<file path="config.mk">
export PLATFORM = sky130hd
export DESIGN_NAME = cell_balancer_controller_flat
export DESIGN_NICKNAME = d
export VERILOG_FILES = /design/src/design/cbc_pkg.sv /design/src/design/cbc_if.sv /design/src/design/cbc_cell_unit.sv /design/src/design/cbc_time_unit.sv /design/src/design/cell_balancer_controller.sv /design/src/flat_wrapper.sv
export SDC_FILE = /design/constraint.sdc
export NUM_CORES = 2
export LEC_CHECK = 0
export BUFFER_PORTS_ARGS = -buffer_cell sky130_fd_sc_hd__buf_2
export CAP_MARGIN = 10
export CELL_PAD_IN_SITES_DETAIL_PLACEMENT = 2
export CELL_PAD_IN_SITES_GLOBAL_PLACEMENT = 2
export CORE_UTILIZATION = 40
export CTS_CLUSTER_SIZE = 12
export DETAILED_ROUTE_END_ITERATION = 12
export PLACE_DENSITY_LB_ADDON = 0.1
export SYNTH_ARGS = -nofsm -noshare
export SYNTH_HDL_FRONTEND = slang
export SYNTH_SLANG_ARGS = --single-unit
</file>
<file path="constraint.sdc">
create_clock -name i_clk -period 9.26 [get_ports i_clk]
set_input_delay 1.389 -clock i_clk [delete_from_list [all_inputs] [get_ports i_clk]]
set_output_delay 1.389 -clock i_clk [all_outputs]
set_load 0.01 [all_outputs]
</file>
<file path="src/design/cbc_pkg.sv">
// Shared types, constants and codes of the cell balancer controller.
// No dependencies; every other file of the block imports this package.
package cbc_pkg;

    localparam int MAX_CELLS   = 8;
    localparam int FIELD_CELLS = 8;
    localparam int CELLS       = (MAX_CELLS < FIELD_CELLS) ? MAX_CELLS : FIELD_CELLS;
    localparam int IDX_W       = $clog2(CELLS);
    localparam int CNT_W       = $clog2(CELLS + 1);

    localparam int MV_W   = 16;
    localparam int ERR_W  = 10;
    localparam int CCNT_W = 4;
    localparam int SEC_W  = 16;
    localparam int TIME_W = 32;
    localparam int CMP_W  = MV_W + 2;
    localparam int MASK_W = 8;
    localparam int CFG_W  = 16;

    localparam logic [ERR_W-1:0] RST_ERR    = ERR_W'(3);
    localparam logic [MV_W-1:0]  RST_FLOOR  = MV_W'(3000);
    localparam logic [SEC_W-1:0] RST_MAXSEC = SEC_W'(30);
    localparam logic [MV_W-1:0]  VMAX_INIT  = MV_W'(65535);

    // seconds = (ms * SEC_RECIP) >> SEC_SHIFT, exact for any 32-bit ms value
    localparam int MS_PER_S  = 1000;
    localparam int SEC_SHIFT = 41;
    localparam logic [TIME_W-1:0] SEC_RECIP =
        TIME_W'(((64'd1 << SEC_SHIFT) + 64'(MS_PER_S) - 64'd1) / 64'(MS_PER_S));

    typedef enum logic [1:0] {
        OP_POWER_ON  = 2'd0,
        OP_STEP      = 2'd1,
        OP_POWER_OFF = 2'd2,
        OP_NOP       = 2'd3
    } t_op;

    typedef enum logic [1:0] {
        CFG_CELL_COUNT      = 2'd0,
        CFG_ERROR_THRESHOLD = 2'd1,
        CFG_DISCHARGE_FLOOR = 2'd2,
        CFG_MAX_BALANCE_S   = 2'd3
    } t_cfg_idx;

    typedef enum logic [3:0] {
        S_IDLE,
        S_DECODE,
        S_CAPTURE,
        S_LOWEST,
        S_FLOOR,
        S_SPREAD,
        S_START_END,
        S_REF,
        S_PATTERN,
        S_APPLY,
        S_DONE
    } t_state;

    typedef struct packed {
        logic [MV_W-1:0]         cell_v;
        logic [MV_W-1:0]         cell_off;
        logic [MV_W-1:0]         cell_on;
        logic                    adjust;
        logic                    swap;
        logic signed [CMP_W-1:0] base;
        logic [ERR_W-1:0]        addend;
    } t_alu_req;

    typedef struct packed {
        logic signed [CMP_W-1:0] presumed;
        logic                    gt;
    } t_alu_rsp;

endpackage

</file>
<file path="src/design/cbc_if.sv">
// Handshake channels of the cell balancer controller: item, result, config write.
// Depends on cbc_pkg for field widths.
interface cbc_item_if import cbc_pkg::*; ();
    logic              valid;
    logic              ready;
    logic [1:0]        op;
    logic [MV_W-1:0]   cell_mv_0;
    logic [MV_W-1:0]   cell_mv_1;
    logic [MV_W-1:0]   cell_mv_2;
    logic [MV_W-1:0]   cell_mv_3;
    logic [MV_W-1:0]   cell_mv_4;
    logic [MV_W-1:0]   cell_mv_5;
    logic [MV_W-1:0]   cell_mv_6;
    logic [MV_W-1:0]   cell_mv_7;
    logic              readings_stable;
    logic              stable_for_start;
    logic [TIME_W-1:0] time_ms;

    modport source (
        output valid, op, cell_mv_0, cell_mv_1, cell_mv_2, cell_mv_3,
               cell_mv_4, cell_mv_5, cell_mv_6, cell_mv_7,
               readings_stable, stable_for_start, time_ms,
        input  ready
    );
    modport sink (
        input  valid, op, cell_mv_0, cell_mv_1, cell_mv_2, cell_mv_3,
               cell_mv_4, cell_mv_5, cell_mv_6, cell_mv_7,
               readings_stable, stable_for_start, time_ms,
        output ready
    );
endinterface

interface cbc_result_if import cbc_pkg::*; ();
    logic              valid;
    logic              ready;
    logic              status;
    logic [MASK_W-1:0] bleed_mask;
    logic              restart_stability;

    modport source (output valid, status, bleed_mask, restart_stability, input ready);
    modport sink   (input valid, status, bleed_mask, restart_stability, output ready);
endinterface

interface cbc_cfg_if import cbc_pkg::*; ();
    logic             valid;
    logic             ready;
    logic [1:0]       index;
    logic [CFG_W-1:0] data;

    modport source (output valid, index, data, input ready);
    modport sink   (input valid, index, data, output ready);
endinterface

</file>
<file path="src/design/cbc_cell_unit.sv">
// Shared per-cell unit: presumed cell voltage and one signed compare against
// a reference plus offset. Depends on cbc_pkg (t_alu_req, t_alu_rsp).
module cbc_cell_unit import cbc_pkg::*; (
    input  t_alu_req i_req,
    output t_alu_rsp o_rsp
);

    logic [MV_W-1:0]         drift;
    logic signed [CMP_W-1:0] presumed;
    logic signed [CMP_W-1:0] ref_val;

    always_comb begin
        drift = i_req.cell_v + i_req.cell_off - i_req.cell_on;
        // adjusted voltage reads as 16-bit signed, raw voltage as unsigned
        if (i_req.adjust) begin
            presumed = {{(CMP_W-MV_W){drift[MV_W-1]}}, drift};
        end else begin
            presumed = {{(CMP_W-MV_W){1'b0}}, i_req.cell_v};
        end
        ref_val = i_req.base + $signed({{(CMP_W-ERR_W){1'b0}}, i_req.addend});
        o_rsp.presumed = presumed;
        o_rsp.gt       = i_req.swap ? (ref_val > presumed) : (presumed > ref_val);
    end

endmodule

</file>
<file path="src/design/cbc_time_unit.sv">
// Balance timer: elapsed milliseconds to whole seconds by reciprocal multiply,
// registered, then compared with the limit. Depends on cbc_pkg.
module cbc_time_unit import cbc_pkg::*; (
    input  logic              i_clk,
    input  logic [TIME_W-1:0] i_now,
    input  logic [TIME_W-1:0] i_start,
    input  logic [SEC_W-1:0]  i_max_s,
    output logic              o_timeout
);

    logic [TIME_W-1:0]   elapsed;
    logic [2*TIME_W-1:0] prod;
    logic [SEC_W-1:0]    r_secs;

    assign elapsed = i_now - i_start;
    assign prod    = {{TIME_W{1'b0}}, elapsed} * {{TIME_W{1'b0}}, SEC_RECIP};

    always_ff @(posedge i_clk) begin
        r_secs <= prod[SEC_SHIFT +: SEC_W];
    end

    assign o_timeout = r_secs > i_max_s;

endmodule

</file>
<file path="src/design/cell_balancer_controller.sv">
// Cell balancer controller top level: sequencer, state stores, config registers.
// Depends on cbc_pkg, cbc_if, cbc_cell_unit and cbc_time_unit.
//
// Usage:
//   i_item carries one request: op, eight cell voltages, two stability flags and
//   the millisecond time. o_result returns exactly one result per request:
//   status, bleed_mask and restart_stability. i_cfg writes one register per
//   request (index 0 cell count, 1 error, 2 discharge floor, 3 max seconds);
//   it is always ready and is meant to be written while the block is idle.
//   A request is taken only while the sequencer is idle. Work runs over the n
//   active cells, one cell per cycle through the shared cell unit: power on
//   captures each cell, a supervising step builds the pattern over the cells,
//   a starting step finds the lowest cell, checks the spread and builds the
//   pattern; power off and a no-op sweep no cells. The result goes valid as
//   the block becomes ready again. The result sits in an output register, so
//   the next request is accepted while the previous result still waits; a
//   stalled receiver only holds the sequencer once a second result is ready.
//   Reset (synchronous, active low) loads the register defaults, clears the
//   voltage stores and pattern and marks balancing complete.
module cell_balancer_controller import cbc_pkg::*; (
    input  logic       i_clk,
    input  logic       i_rst_n,
    cbc_item_if.sink   i_item,
    cbc_result_if.source o_result,
    cbc_cfg_if.sink    i_cfg
);

    t_state r_state, n_state;

    logic [CCNT_W-1:0] r_cell_count;
    logic [ERR_W-1:0]  r_err;
    logic [MV_W-1:0]   r_floor;
    logic [SEC_W-1:0]  r_maxsec;

    t_op               r_op;
    logic [MV_W-1:0]   r_v [CELLS];
    logic              r_stable;
    logic              r_start_ok;
    logic [TIME_W-1:0] r_now;
    logic [CNT_W-1:0]  r_n;

    logic [MV_W-1:0]   r_on  [CELLS];
    logic [MV_W-1:0]   r_off [CELLS];
    logic [MASK_W-1:0] r_pattern, n_pattern;
    logic [MASK_W-1:0] r_driven, n_driven;
    logic              r_finished, n_finished;
    logic              r_on_saved, n_on_saved;
    logic [IDX_W-1:0]  r_lowest, n_lowest;
    logic [TIME_W-1:0] r_start_ms, n_start_ms;

    logic [IDX_W-1:0]        r_cnt, n_cnt;
    logic [MV_W-1:0]         r_minv, n_minv;
    logic signed [CMP_W-1:0] r_vmin, n_vmin;
    logic                    r_spread_off, n_spread_off;
    logic                    r_save, n_save;
    logic                    r_start_path, n_start_path;
    logic [MASK_W-1:0]       r_nb, n_nb;
    logic                    r_status, n_status;
    logic                    r_rewrote, n_rewrote;

    logic              r_out_valid;
    logic              r_out_status;
    logic [MASK_W-1:0] r_out_mask;
    logic              r_out_restart;

    logic              accept;
    logic              out_load;
    logic              on_we;
    logic              off_we;
    logic              last;
    logic              timeout;
    logic [IDX_W-1:0]  sel_idx;
    logic [ERR_W-1:0]  half;
    logic [MV_W-1:0]   in_mv [FIELD_CELLS];
    t_alu_req          alu_req;
    t_alu_rsp          alu_rsp;

    assign in_mv[0] = i_item.cell_mv_0;
    assign in_mv[1] = i_item.cell_mv_1;
    assign in_mv[2] = i_item.cell_mv_2;
    assign in_mv[3] = i_item.cell_mv_3;
    assign in_mv[4] = i_item.cell_mv_4;
    assign in_mv[5] = i_item.cell_mv_5;
    assign in_mv[6] = i_item.cell_mv_6;
    assign in_mv[7] = i_item.cell_mv_7;

    assign i_item.ready = (r_state == S_IDLE);
    assign accept       = i_item.valid && i_item.ready;
    assign i_cfg.ready  = 1'b1;

    assign o_result.valid             = r_out_valid;
    assign o_result.status            = r_out_status;
    assign o_result.bleed_mask        = r_out_mask;
    assign o_result.restart_stability = r_out_restart;

    assign last = (CNT_W'(r_cnt) + CNT_W'(1)) == r_n;
    assign half = ERR_W'(({1'b0, r_err} + {{ERR_W{1'b0}}, 1'b1}) >> 1);
    assign sel_idx = (r_state == S_REF) ? r_lowest : r_cnt;

    // Shared cell unit operands
    always_comb begin
        alu_req.cell_v   = r_v[sel_idx];
        alu_req.cell_off = r_off[sel_idx];
        // on-voltages being saved this step count as already written
        alu_req.cell_on  = (r_save && (CNT_W'(sel_idx) < r_n)) ? r_v[sel_idx]
                                                                : r_on[sel_idx];
        alu_req.adjust   = (r_pattern != '0);
        alu_req.swap     = 1'b0;
        alu_req.base     = r_vmin;
        alu_req.addend   = '0;
        unique case (r_state)
            S_LOWEST: begin
                alu_req.swap = 1'b1;
                alu_req.base = {{(CMP_W-MV_W){1'b0}}, r_minv};
            end
            S_SPREAD: begin
                alu_req.addend = r_err;
            end
            S_PATTERN: begin
                alu_req.addend = r_pattern[r_cnt] ? '0 : half;
            end
            default: begin
            end
        endcase
    end

    cbc_cell_unit u_cell (
        .i_req (alu_req),
        .o_rsp (alu_rsp)
    );

    cbc_time_unit u_time (
        .i_clk     (i_clk),
        .i_now     (r_now),
        .i_start   (r_start_ms),
        .i_max_s   (r_maxsec),
        .o_timeout (timeout)
    );

    // Sequencer: next state and state updates
    always_comb begin
        n_state      = r_state;
        n_pattern    = r_pattern;
        n_driven     = r_driven;
        n_finished   = r_finished;
        n_on_saved   = r_on_saved;
        n_lowest     = r_lowest;
        n_start_ms   = r_start_ms;
        n_cnt        = r_cnt;
        n_minv       = r_minv;
        n_vmin       = r_vmin;
        n_spread_off = r_spread_off;
        n_save       = r_save;
        n_start_path = r_start_path;
        n_nb         = r_nb;
        n_status     = r_status;
        n_rewrote    = r_rewrote;
        on_we        = 1'b0;
        off_we       = 1'b0;
        out_load     = 1'b0;

        unique case (r_state)
            S_IDLE: begin
                if (accept) begin
                    n_state = S_DECODE;
                end
            end
            S_DECODE: begin
                n_cnt     = '0;
                n_rewrote = 1'b0;
                n_save    = 1'b0;
                n_state   = S_DONE;
                unique case (r_op)
                    OP_POWER_ON: begin
                        n_pattern  = '0;
                        n_finished = 1'b0;
                        n_driven   = '0;
                        n_rewrote  = 1'b1;
                        n_status   = 1'b0;
                        if (r_n != '0) begin
                            n_state = S_CAPTURE;
                        end
                    end
                    OP_POWER_OFF: begin
                        n_pattern = '0;
                        if (!r_finished) begin
                            n_driven = '0;
                        end
                        n_finished = 1'b1;
                        n_rewrote  = 1'b1;
                        n_status   = 1'b1;
                    end
                    OP_NOP: begin
                        n_status = r_finished;
                    end
                    OP_STEP: begin
                        n_status = r_finished;
                        priority if (r_finished) begin
                            n_state = S_DONE;
                        end else if (r_stable && (r_pattern == '0)) begin
                            if (r_start_ok) begin
                                n_lowest     = '0;
                                n_minv       = VMAX_INIT;
                                n_on_saved   = 1'b0;
                                n_start_ms   = r_now;
                                n_start_path = 1'b1;
                                n_spread_off = 1'b1;
                                n_state      = (r_n == '0) ? S_FLOOR : S_LOWEST;
                            end
                        end else if (r_stable) begin
                            n_save       = !r_on_saved;
                            n_on_saved   = 1'b1;
                            n_start_path = 1'b0;
                            n_state      = S_REF;
                        end else begin
                            n_state = S_DONE;
                        end
                    end
                    default: begin
                        n_state = S_DONE;
                    end
                endcase
            end
            S_CAPTURE: begin
                on_we  = 1'b1;
                off_we = 1'b1;
                n_cnt  = r_cnt + IDX_W'(1);
                if (last) begin
                    n_state = S_DONE;
                end
            end
            S_LOWEST: begin
                // strict compare keeps the lowest index on ties
                if (alu_rsp.gt) begin
                    n_lowest = r_cnt;
                    n_minv   = r_v[r_cnt];
                end
                n_cnt = r_cnt + IDX_W'(1);
                if (last) begin
                    n_state = S_FLOOR;
                end
            end
            S_FLOOR: begin
                n_vmin = {{(CMP_W-MV_W){1'b0}}, r_v[r_lowest]};
                n_cnt  = '0;
                if ((r_v[r_lowest] >= r_floor) && (r_n != '0)) begin
                    n_state = S_SPREAD;
                end else begin
                    n_state = S_START_END;
                end
            end
            S_SPREAD: begin
                on_we  = 1'b1;
                off_we = 1'b1;
                if (alu_rsp.gt) begin
                    n_spread_off = 1'b0;
                end
                n_cnt = r_cnt + IDX_W'(1);
                if (last) begin
                    n_state = S_START_END;
                end
            end
            S_START_END: begin
                if (r_spread_off) begin
                    n_pattern = '0;
                    if (!r_finished) begin
                        n_driven = '0;
                    end
                    n_finished = 1'b1;
                    n_rewrote  = 1'b1;
                    n_state    = S_DONE;
                end else begin
                    n_state = S_REF;
                end
            end
            S_REF: begin
                n_vmin  = alu_rsp.presumed;
                n_nb    = '0;
                n_cnt   = '0;
                n_state = (r_n == '0) ? S_APPLY : S_PATTERN;
            end
            S_PATTERN: begin
                on_we = r_save;
                n_nb  = r_nb | (MASK_W'(alu_rsp.gt) << r_cnt);
                n_cnt = r_cnt + IDX_W'(1);
                if (last) begin
                    n_state = S_APPLY;
                end
            end
            S_APPLY: begin
                if (r_start_path) begin
                    n_pattern = r_nb;
                    if (!r_finished) begin
                        n_driven = r_nb;
                    end
                    n_rewrote = 1'b1;
                end else if ((r_nb != r_pattern) || timeout) begin
                    // drop all bits on a pattern change or timeout
                    n_pattern = '0;
                    if (!r_finished) begin
                        n_driven = '0;
                    end
                    n_rewrote = 1'b1;
                end
                n_state = S_DONE;
            end
            S_DONE: begin
                if (!r_out_valid || o_result.ready) begin
                    out_load = 1'b1;
                    n_state  = S_IDLE;
                end
            end
            default: begin
                n_state = S_IDLE;
            end
        endcase
    end

    always_ff @(posedge i_clk) begin
        if (!i_rst_n) begin
            r_state      <= S_IDLE;
            r_pattern    <= '0;
            r_driven     <= '0;
            r_finished   <= 1'b1;
            r_on_saved   <= 1'b0;
            r_lowest     <= '0;
            r_start_ms   <= '0;
            r_cnt        <= '0;
            r_save       <= 1'b0;
            r_start_path <= 1'b0;
            r_spread_off <= 1'b0;
            r_out_valid  <= 1'b0;
            for (int k = 0; k < CELLS; k++) begin
                r_on[k]  <= '0;
                r_off[k] <= '0;
            end
        end else begin
            r_state      <= n_state;
            r_pattern    <= n_pattern;
            r_driven     <= n_driven;
            r_finished   <= n_finished;
            r_on_saved   <= n_on_saved;
            r_lowest     <= n_lowest;
            r_start_ms   <= n_start_ms;
            r_cnt        <= n_cnt;
            r_save       <= n_save;
            r_start_path <= n_start_path;
            r_spread_off <= n_spread_off;
            if (on_we) begin
                r_on[r_cnt] <= r_v[r_cnt];
            end
            if (off_we) begin
                r_off[r_cnt] <= r_v[r_cnt];
            end
            if (out_load) begin
                r_out_valid <= 1'b1;
            end else if (o_result.ready) begin
                r_out_valid <= 1'b0;
            end
        end
    end

    // Payload and scratch registers
    always_ff @(posedge i_clk) begin
        r_minv    <= n_minv;
        r_vmin    <= n_vmin;
        r_nb      <= n_nb;
        r_status  <= n_status;
        r_rewrote <= n_rewrote;
        if (accept) begin
            r_op       <= t_op'(i_item.op);
            r_stable   <= i_item.readings_stable;
            r_start_ok <= i_item.stable_for_start;
            r_now      <= i_item.time_ms;
            r_n        <= (r_cell_count > CCNT_W'(CELLS)) ? CNT_W'(CELLS)
                                                          : CNT_W'(r_cell_count);
            for (int k = 0; k < CELLS; k++) begin
                r_v[k] <= in_mv[k];
            end
        end
        if (out_load) begin
            r_out_status  <= r_status;
            r_out_mask    <= r_driven;
            r_out_restart <= r_rewrote;
        end
    end

    // Configuration registers
    always_ff @(posedge i_clk) begin
        if (!i_rst_n) begin
            r_cell_count <= '0;
            r_err        <= RST_ERR;
            r_floor      <= RST_FLOOR;
            r_maxsec     <= RST_MAXSEC;
        end else if (i_cfg.valid && i_cfg.ready) begin
            unique case (t_cfg_idx'(i_cfg.index))
                CFG_CELL_COUNT:      r_cell_count <= i_cfg.data[CCNT_W-1:0];
                CFG_ERROR_THRESHOLD: r_err        <= i_cfg.data[ERR_W-1:0];
                CFG_DISCHARGE_FLOOR: r_floor      <= i_cfg.data[MV_W-1:0];
                CFG_MAX_BALANCE_S:   r_maxsec     <= i_cfg.data[SEC_W-1:0];
                default: begin
                end
            endcase
        end
    end

    a_accept_decode: assert property (@(posedge i_clk) disable iff (!i_rst_n)
        accept |=> (r_state == S_DECODE))
        else $error("accepted request did not enter decode");

    a_finished_quiet: assert property (@(posedge i_clk) disable iff (!i_rst_n)
        r_finished |-> (r_driven == '0))
        else $error("bleed enables driven while balancing is complete");

    a_driven_tracks: assert property (@(posedge i_clk) disable iff (!i_rst_n)
        !r_finished |-> (r_driven == r_pattern))
        else $error("driven mask differs from pattern while balancing");

    a_sweep_range: assert property (@(posedge i_clk) disable iff (!i_rst_n)
        (r_state == S_PATTERN || r_state == S_SPREAD || r_state == S_CAPTURE)
            |-> (CNT_W'(r_cnt) < r_n))
        else $error("cell sweep ran past the active cell count");

endmodule
</file>
<file path="src/flat_wrapper.sv">
// flat-port wrapper written by rule: the top's interface ports become plain ports
module cell_balancer_controller_flat import cbc_pkg::*;
  (i_clk, i_rst_n, i_item_valid, i_item_op, i_item_cell_mv_0, i_item_cell_mv_1, i_item_cell_mv_2, i_item_cell_mv_3, i_item_cell_mv_4, i_item_cell_mv_5, i_item_cell_mv_6, i_item_cell_mv_7, i_item_readings_stable, i_item_stable_for_start, i_item_time_ms, i_item_ready, o_result_valid, o_result_status, o_result_bleed_mask, o_result_restart_stability, o_result_ready, i_cfg_valid, i_cfg_index, i_cfg_data, i_cfg_ready);
  cbc_item_if i_item_i ();
  cbc_result_if o_result_i ();
  cbc_cfg_if i_cfg_i ();
  input  logic i_clk;
  input  logic i_rst_n;
  input wire logic [$bits(i_item_i.valid)-1:0] i_item_valid;
  input wire logic [$bits(i_item_i.op)-1:0] i_item_op;
  input wire logic [$bits(i_item_i.cell_mv_0)-1:0] i_item_cell_mv_0;
  input wire logic [$bits(i_item_i.cell_mv_1)-1:0] i_item_cell_mv_1;
  input wire logic [$bits(i_item_i.cell_mv_2)-1:0] i_item_cell_mv_2;
  input wire logic [$bits(i_item_i.cell_mv_3)-1:0] i_item_cell_mv_3;
  input wire logic [$bits(i_item_i.cell_mv_4)-1:0] i_item_cell_mv_4;
  input wire logic [$bits(i_item_i.cell_mv_5)-1:0] i_item_cell_mv_5;
  input wire logic [$bits(i_item_i.cell_mv_6)-1:0] i_item_cell_mv_6;
  input wire logic [$bits(i_item_i.cell_mv_7)-1:0] i_item_cell_mv_7;
  input wire logic [$bits(i_item_i.readings_stable)-1:0] i_item_readings_stable;
  input wire logic [$bits(i_item_i.stable_for_start)-1:0] i_item_stable_for_start;
  input wire logic [$bits(i_item_i.time_ms)-1:0] i_item_time_ms;
  output wire logic [$bits(i_item_i.ready)-1:0] i_item_ready;
  output wire logic [$bits(o_result_i.valid)-1:0] o_result_valid;
  output wire logic [$bits(o_result_i.status)-1:0] o_result_status;
  output wire logic [$bits(o_result_i.bleed_mask)-1:0] o_result_bleed_mask;
  output wire logic [$bits(o_result_i.restart_stability)-1:0] o_result_restart_stability;
  input wire logic [$bits(o_result_i.ready)-1:0] o_result_ready;
  input wire logic [$bits(i_cfg_i.valid)-1:0] i_cfg_valid;
  input wire logic [$bits(i_cfg_i.index)-1:0] i_cfg_index;
  input wire logic [$bits(i_cfg_i.data)-1:0] i_cfg_data;
  output wire logic [$bits(i_cfg_i.ready)-1:0] i_cfg_ready;
  assign i_item_i.valid = i_item_valid;
  assign i_item_i.op = i_item_op;
  assign i_item_i.cell_mv_0 = i_item_cell_mv_0;
  assign i_item_i.cell_mv_1 = i_item_cell_mv_1;
  assign i_item_i.cell_mv_2 = i_item_cell_mv_2;
  assign i_item_i.cell_mv_3 = i_item_cell_mv_3;
  assign i_item_i.cell_mv_4 = i_item_cell_mv_4;
  assign i_item_i.cell_mv_5 = i_item_cell_mv_5;
  assign i_item_i.cell_mv_6 = i_item_cell_mv_6;
  assign i_item_i.cell_mv_7 = i_item_cell_mv_7;
  assign i_item_i.readings_stable = i_item_readings_stable;
  assign i_item_i.stable_for_start = i_item_stable_for_start;
  assign i_item_i.time_ms = i_item_time_ms;
  assign i_item_ready = i_item_i.ready;
  assign o_result_valid = o_result_i.valid;
  assign o_result_status = o_result_i.status;
  assign o_result_bleed_mask = o_result_i.bleed_mask;
  assign o_result_restart_stability = o_result_i.restart_stability;
  assign o_result_i.ready = o_result_ready;
  assign i_cfg_i.valid = i_cfg_valid;
  assign i_cfg_i.index = i_cfg_index;
  assign i_cfg_i.data = i_cfg_data;
  assign i_cfg_ready = i_cfg_i.ready;
  cell_balancer_controller u_core (.i_clk(i_clk), .i_rst_n(i_rst_n), .i_item(i_item_i), .o_result(o_result_i), .i_cfg(i_cfg_i));
endmodule
</file>
==> results.cfg <==
[critical_path]
reg2reg_depth = 33
start_kind = register
worst-setup-path-type = reg -> reg
cp_slowest_cell = fa_2
r2r_slack_ns = 0.12
slowest_delay_ns = 0.61
r2r_end = u_core.u_time.r_secs[13]$_DFF_P_
crit_path_max_fanout = 5
crit_required_ns = 9.79
r2r_start = u_core.r_now[1]$_DFFE_PP_
path_common_cell = fa_2
worstPathArrival_ns = 9.67
worstSetupEndpointType = register

[finish]
layout-drive-gt1-share_pct = 21.4
n_antenna_cell = 0
area_delta_synth_final_pct = 17.3
final_cells = 5550
final_nets = 5047

[placed_design]
place_ws_ns = -1.08
portBuffers = 198
dp_hpwl_um = 115000
place_congestion = 0.871
dp_cells = 5400

[floorplan]
die_area_mm2 = 0.111
coreArea_mm2 = 0.109
pin_count = 200
die_y_um = 333
die_w_um = 333
rows = 121
start_util_pct = 40.3

[sta]
slew_violations = 0
period_share_pct = 98.7
rsz0062_at_grt = yes
finalHoldViolations = 0
fmax_mhz = 109
whs_ns = 0.443
setup_violations = 0
period_minus_slack_ns = 9.14
skew_ns = 0.0401
setup_ws_ns = 0.120
relSlewSlack_pct = 27.7
worst-slew-pin-transition_ns = 1.08

[global_routing]
antenna_found_initial = 2
track_usage_pct = 26.9
grt_pass1_wl_um = 222000
grt_start_max_net_pins = 81
grt_overflow = 0
grt_pass1_vias = 34710

[logic_synthesis]
syn_inst = 3690
synth_seq_cells = 609
synth_xor_xnor_area_share_pct = 2.15
synth_top_family_by_area = adder cells
synth-adder-area-share_pct = 27.7
synth-compound-area-share_pct = 7.41
synth_area_mm2 = 0.0439
synthMuxAreaShare_pct = 10.6
synth_seq_area_share_pct = 38.6
yosys_warnings = 0
syn_nets = 4660
syn_area_per_cell_um2 = 11.9
synthSimpleGateAreaFrac_pct = 8.25
synth-async-reset-ratio_pct = 0
ys.flop_type = edfxtp_1
synth_cell_type_count = 78
synth-edff-count = 477

[hold_path]
hold_depth = 0
holdCritPathClass = reg -> reg
hold-path-endpoint = u_core.o_result.bleed_mask[2]$_DFFE_PP_
hold_start = u_core.r_driven[2]$_SDFFE_PN0P_

[detailed_routing]
drt_iter0_drc = 1622
via_per_inst = 5.50
drt_pass1_iterations = 4
drt_wl_total_um = 150000
vias = 30508
detail-route-antenna-nets = 0
routedWlPerCell_um = 27.0
drc = 0

[cts]
cts-root-buf = clkbuf_16
clkLatencyLatePin_ns = 0.67
cts_tree = done
clk_path_buf_depth = 3
clkTransAtPathRegs_ns = 0.06
h-tree-depth = 3
clock-sinks = 609
cts_inserted_buffers = 76

[job]
cap_violations = 0

[outcome]
status = finished, final reports clean
[cells in the mapped netlist, drive strengths merged, types with 39 or more instances]
master,instances,area (um2)
mux2i,74,744
dfxtp,132,2640
ha,470,5880
buf,41,186
inv,469,1760
nand2,285,1070
xnor2,76,666
o21ai,67,335
a21boi,58,435
a21o,54,405
fa,313,6270
nor2b,39,244
edfxtp,477,14300
clkbuf,104,390
a21oi,118,591
nor2,352,1320
mux4,162,3650
[sequential cells by signal, indices dropped and copies added, names as in the netlist, 2 cells and up, named ones only]
name / count
u_core.r_driven: 8
u_core.r_off: 128
u_core.r_on: 128
u_core.r_op: 2
u_core.r_cnt: 3
u_core.r_minv: 16
u_core.r_cell_count: 4
u_core.r_v: 128
u_core.r_pattern: 8
u_core.r_floor: 16
u_core.r_err: 10
u_core.o_result.bleed_mask: 8
u_core.r_maxsec: 16
u_core.r_state: 4
u_core.r_vmin: 17
u_core.r_lowest: 3
u_core.r_nb: 8
u_core.r_start_ms: 32
u_core.u_time.r_secs: 16
u_core.r_n: 4
u_core.r_now: 32
[worst max-delay path by stage]
| stage | start | to | slack [ns] | depth (start not counted) |
|---|---|---|---|---|
| 3_5_place_dp | u_core.r_now[0]$_DFFE_PP_ | u_core.u_time.r_secs[14]$_DFF_P_ | -1.08 | 35 |
| 3_3_place_gp | u_core.r_now[0]$_DFFE_PP_ | u_core.u_time.r_secs[13]$_DFF_P_ | -0.69 | 35 |
| 6_report | u_core.r_now[1]$_DFFE_PP_ | u_core.u_time.r_secs[13]$_DFF_P_ | 0.12 | 33 |
| 5_1_grt | u_core.r_now[1]$_DFFE_PP_ | u_core.u_time.r_secs[15]$_DFF_P_ | -0.21 | 37 |
| 2_1_floorplan | u_core.r_now[1]$_DFFE_PP_ | u_core.u_time.r_secs[14]$_DFF_P_ | 0.08 | 33 |
| 4_1_cts | u_core.r_start_ms[1]$_SDFFE_PN0P_ | u_core.u_time.r_secs[15]$_DFF_P_ | 0.003 | 35 |
[routing by layer]
layer	wire (um)	track usage [%]
met2	80600	50.3
met1	59400	32.1
met5	15	0
met3	3860	2.66
met4	5830	8.76
[critical path: cells and delay by family, from the launching register on]
kind                     cells  cell delay [ns]
AO/OA/AOI/OAI               15             3.12
XOR/XNOR                     2             0.32
flip-flops                   1             0.38
AND/OR/NAND/NOR              2             0.28
buffers and inverters        4             0.44
adder cells (fa/ha/maj)     10             4.47
[cell usage in the layout (no fill, tap or decap), drive strengths merged, types with 24 or more instances in the layout]
cell,instances
buf,454
dfxtp,132
xor2,32
edfxtp,477
nand3,38
ha,470
nand2,285
nor2,352
nand2b,24
mux2i,74
clkinv,34
a21boi,58
o21ai,67
nor2b,39
mux4,162
clkbuf,90
a21o,54
fa,313
a21oi,118
inv,473
xnor2,76
[layout make-up]
cell class	instances	area [um2]
Tap cell	1414	1770
Inverter	469	1760
Timing Repair Buffer	454	3000
Sequential cell	609	17000
Clock buffer	90	1980
Multi-Input combinational cell	2467	25500
Clock inverter	47	495
Fill cell	10806	57300
[logic make-up after synthesis]
kind of cell,count (synthesis)
other cells,1
buf+inv,614
simple gates,838
mux,258
xor+xnor,108
fa+ha+maj,783
flops,609
compound gates,479
[metrics by stage]
step	TNS [ns]	util (%)	instance area [um2]
floorplan	0	-	43900
global placement	-4.55	44.3	48200
detailed placement	-9.71	44.3	48200
CTS	0	46.7	50900
global route	-1.22	47.3	51500
finish	0	47.3	51500
[timing repair]
item,4_1_cts,5_1_grt
pin swaps,12,91
endpoints found under the hold margin,0,0
resized for setup,30,98
setup buffers,6,8
hold buffers,0,0
setup endpoints to repair,15,13
Power is not shown: default switching activity piles up to over one toggle a cycle in this logic, so the estimate is an artifact.
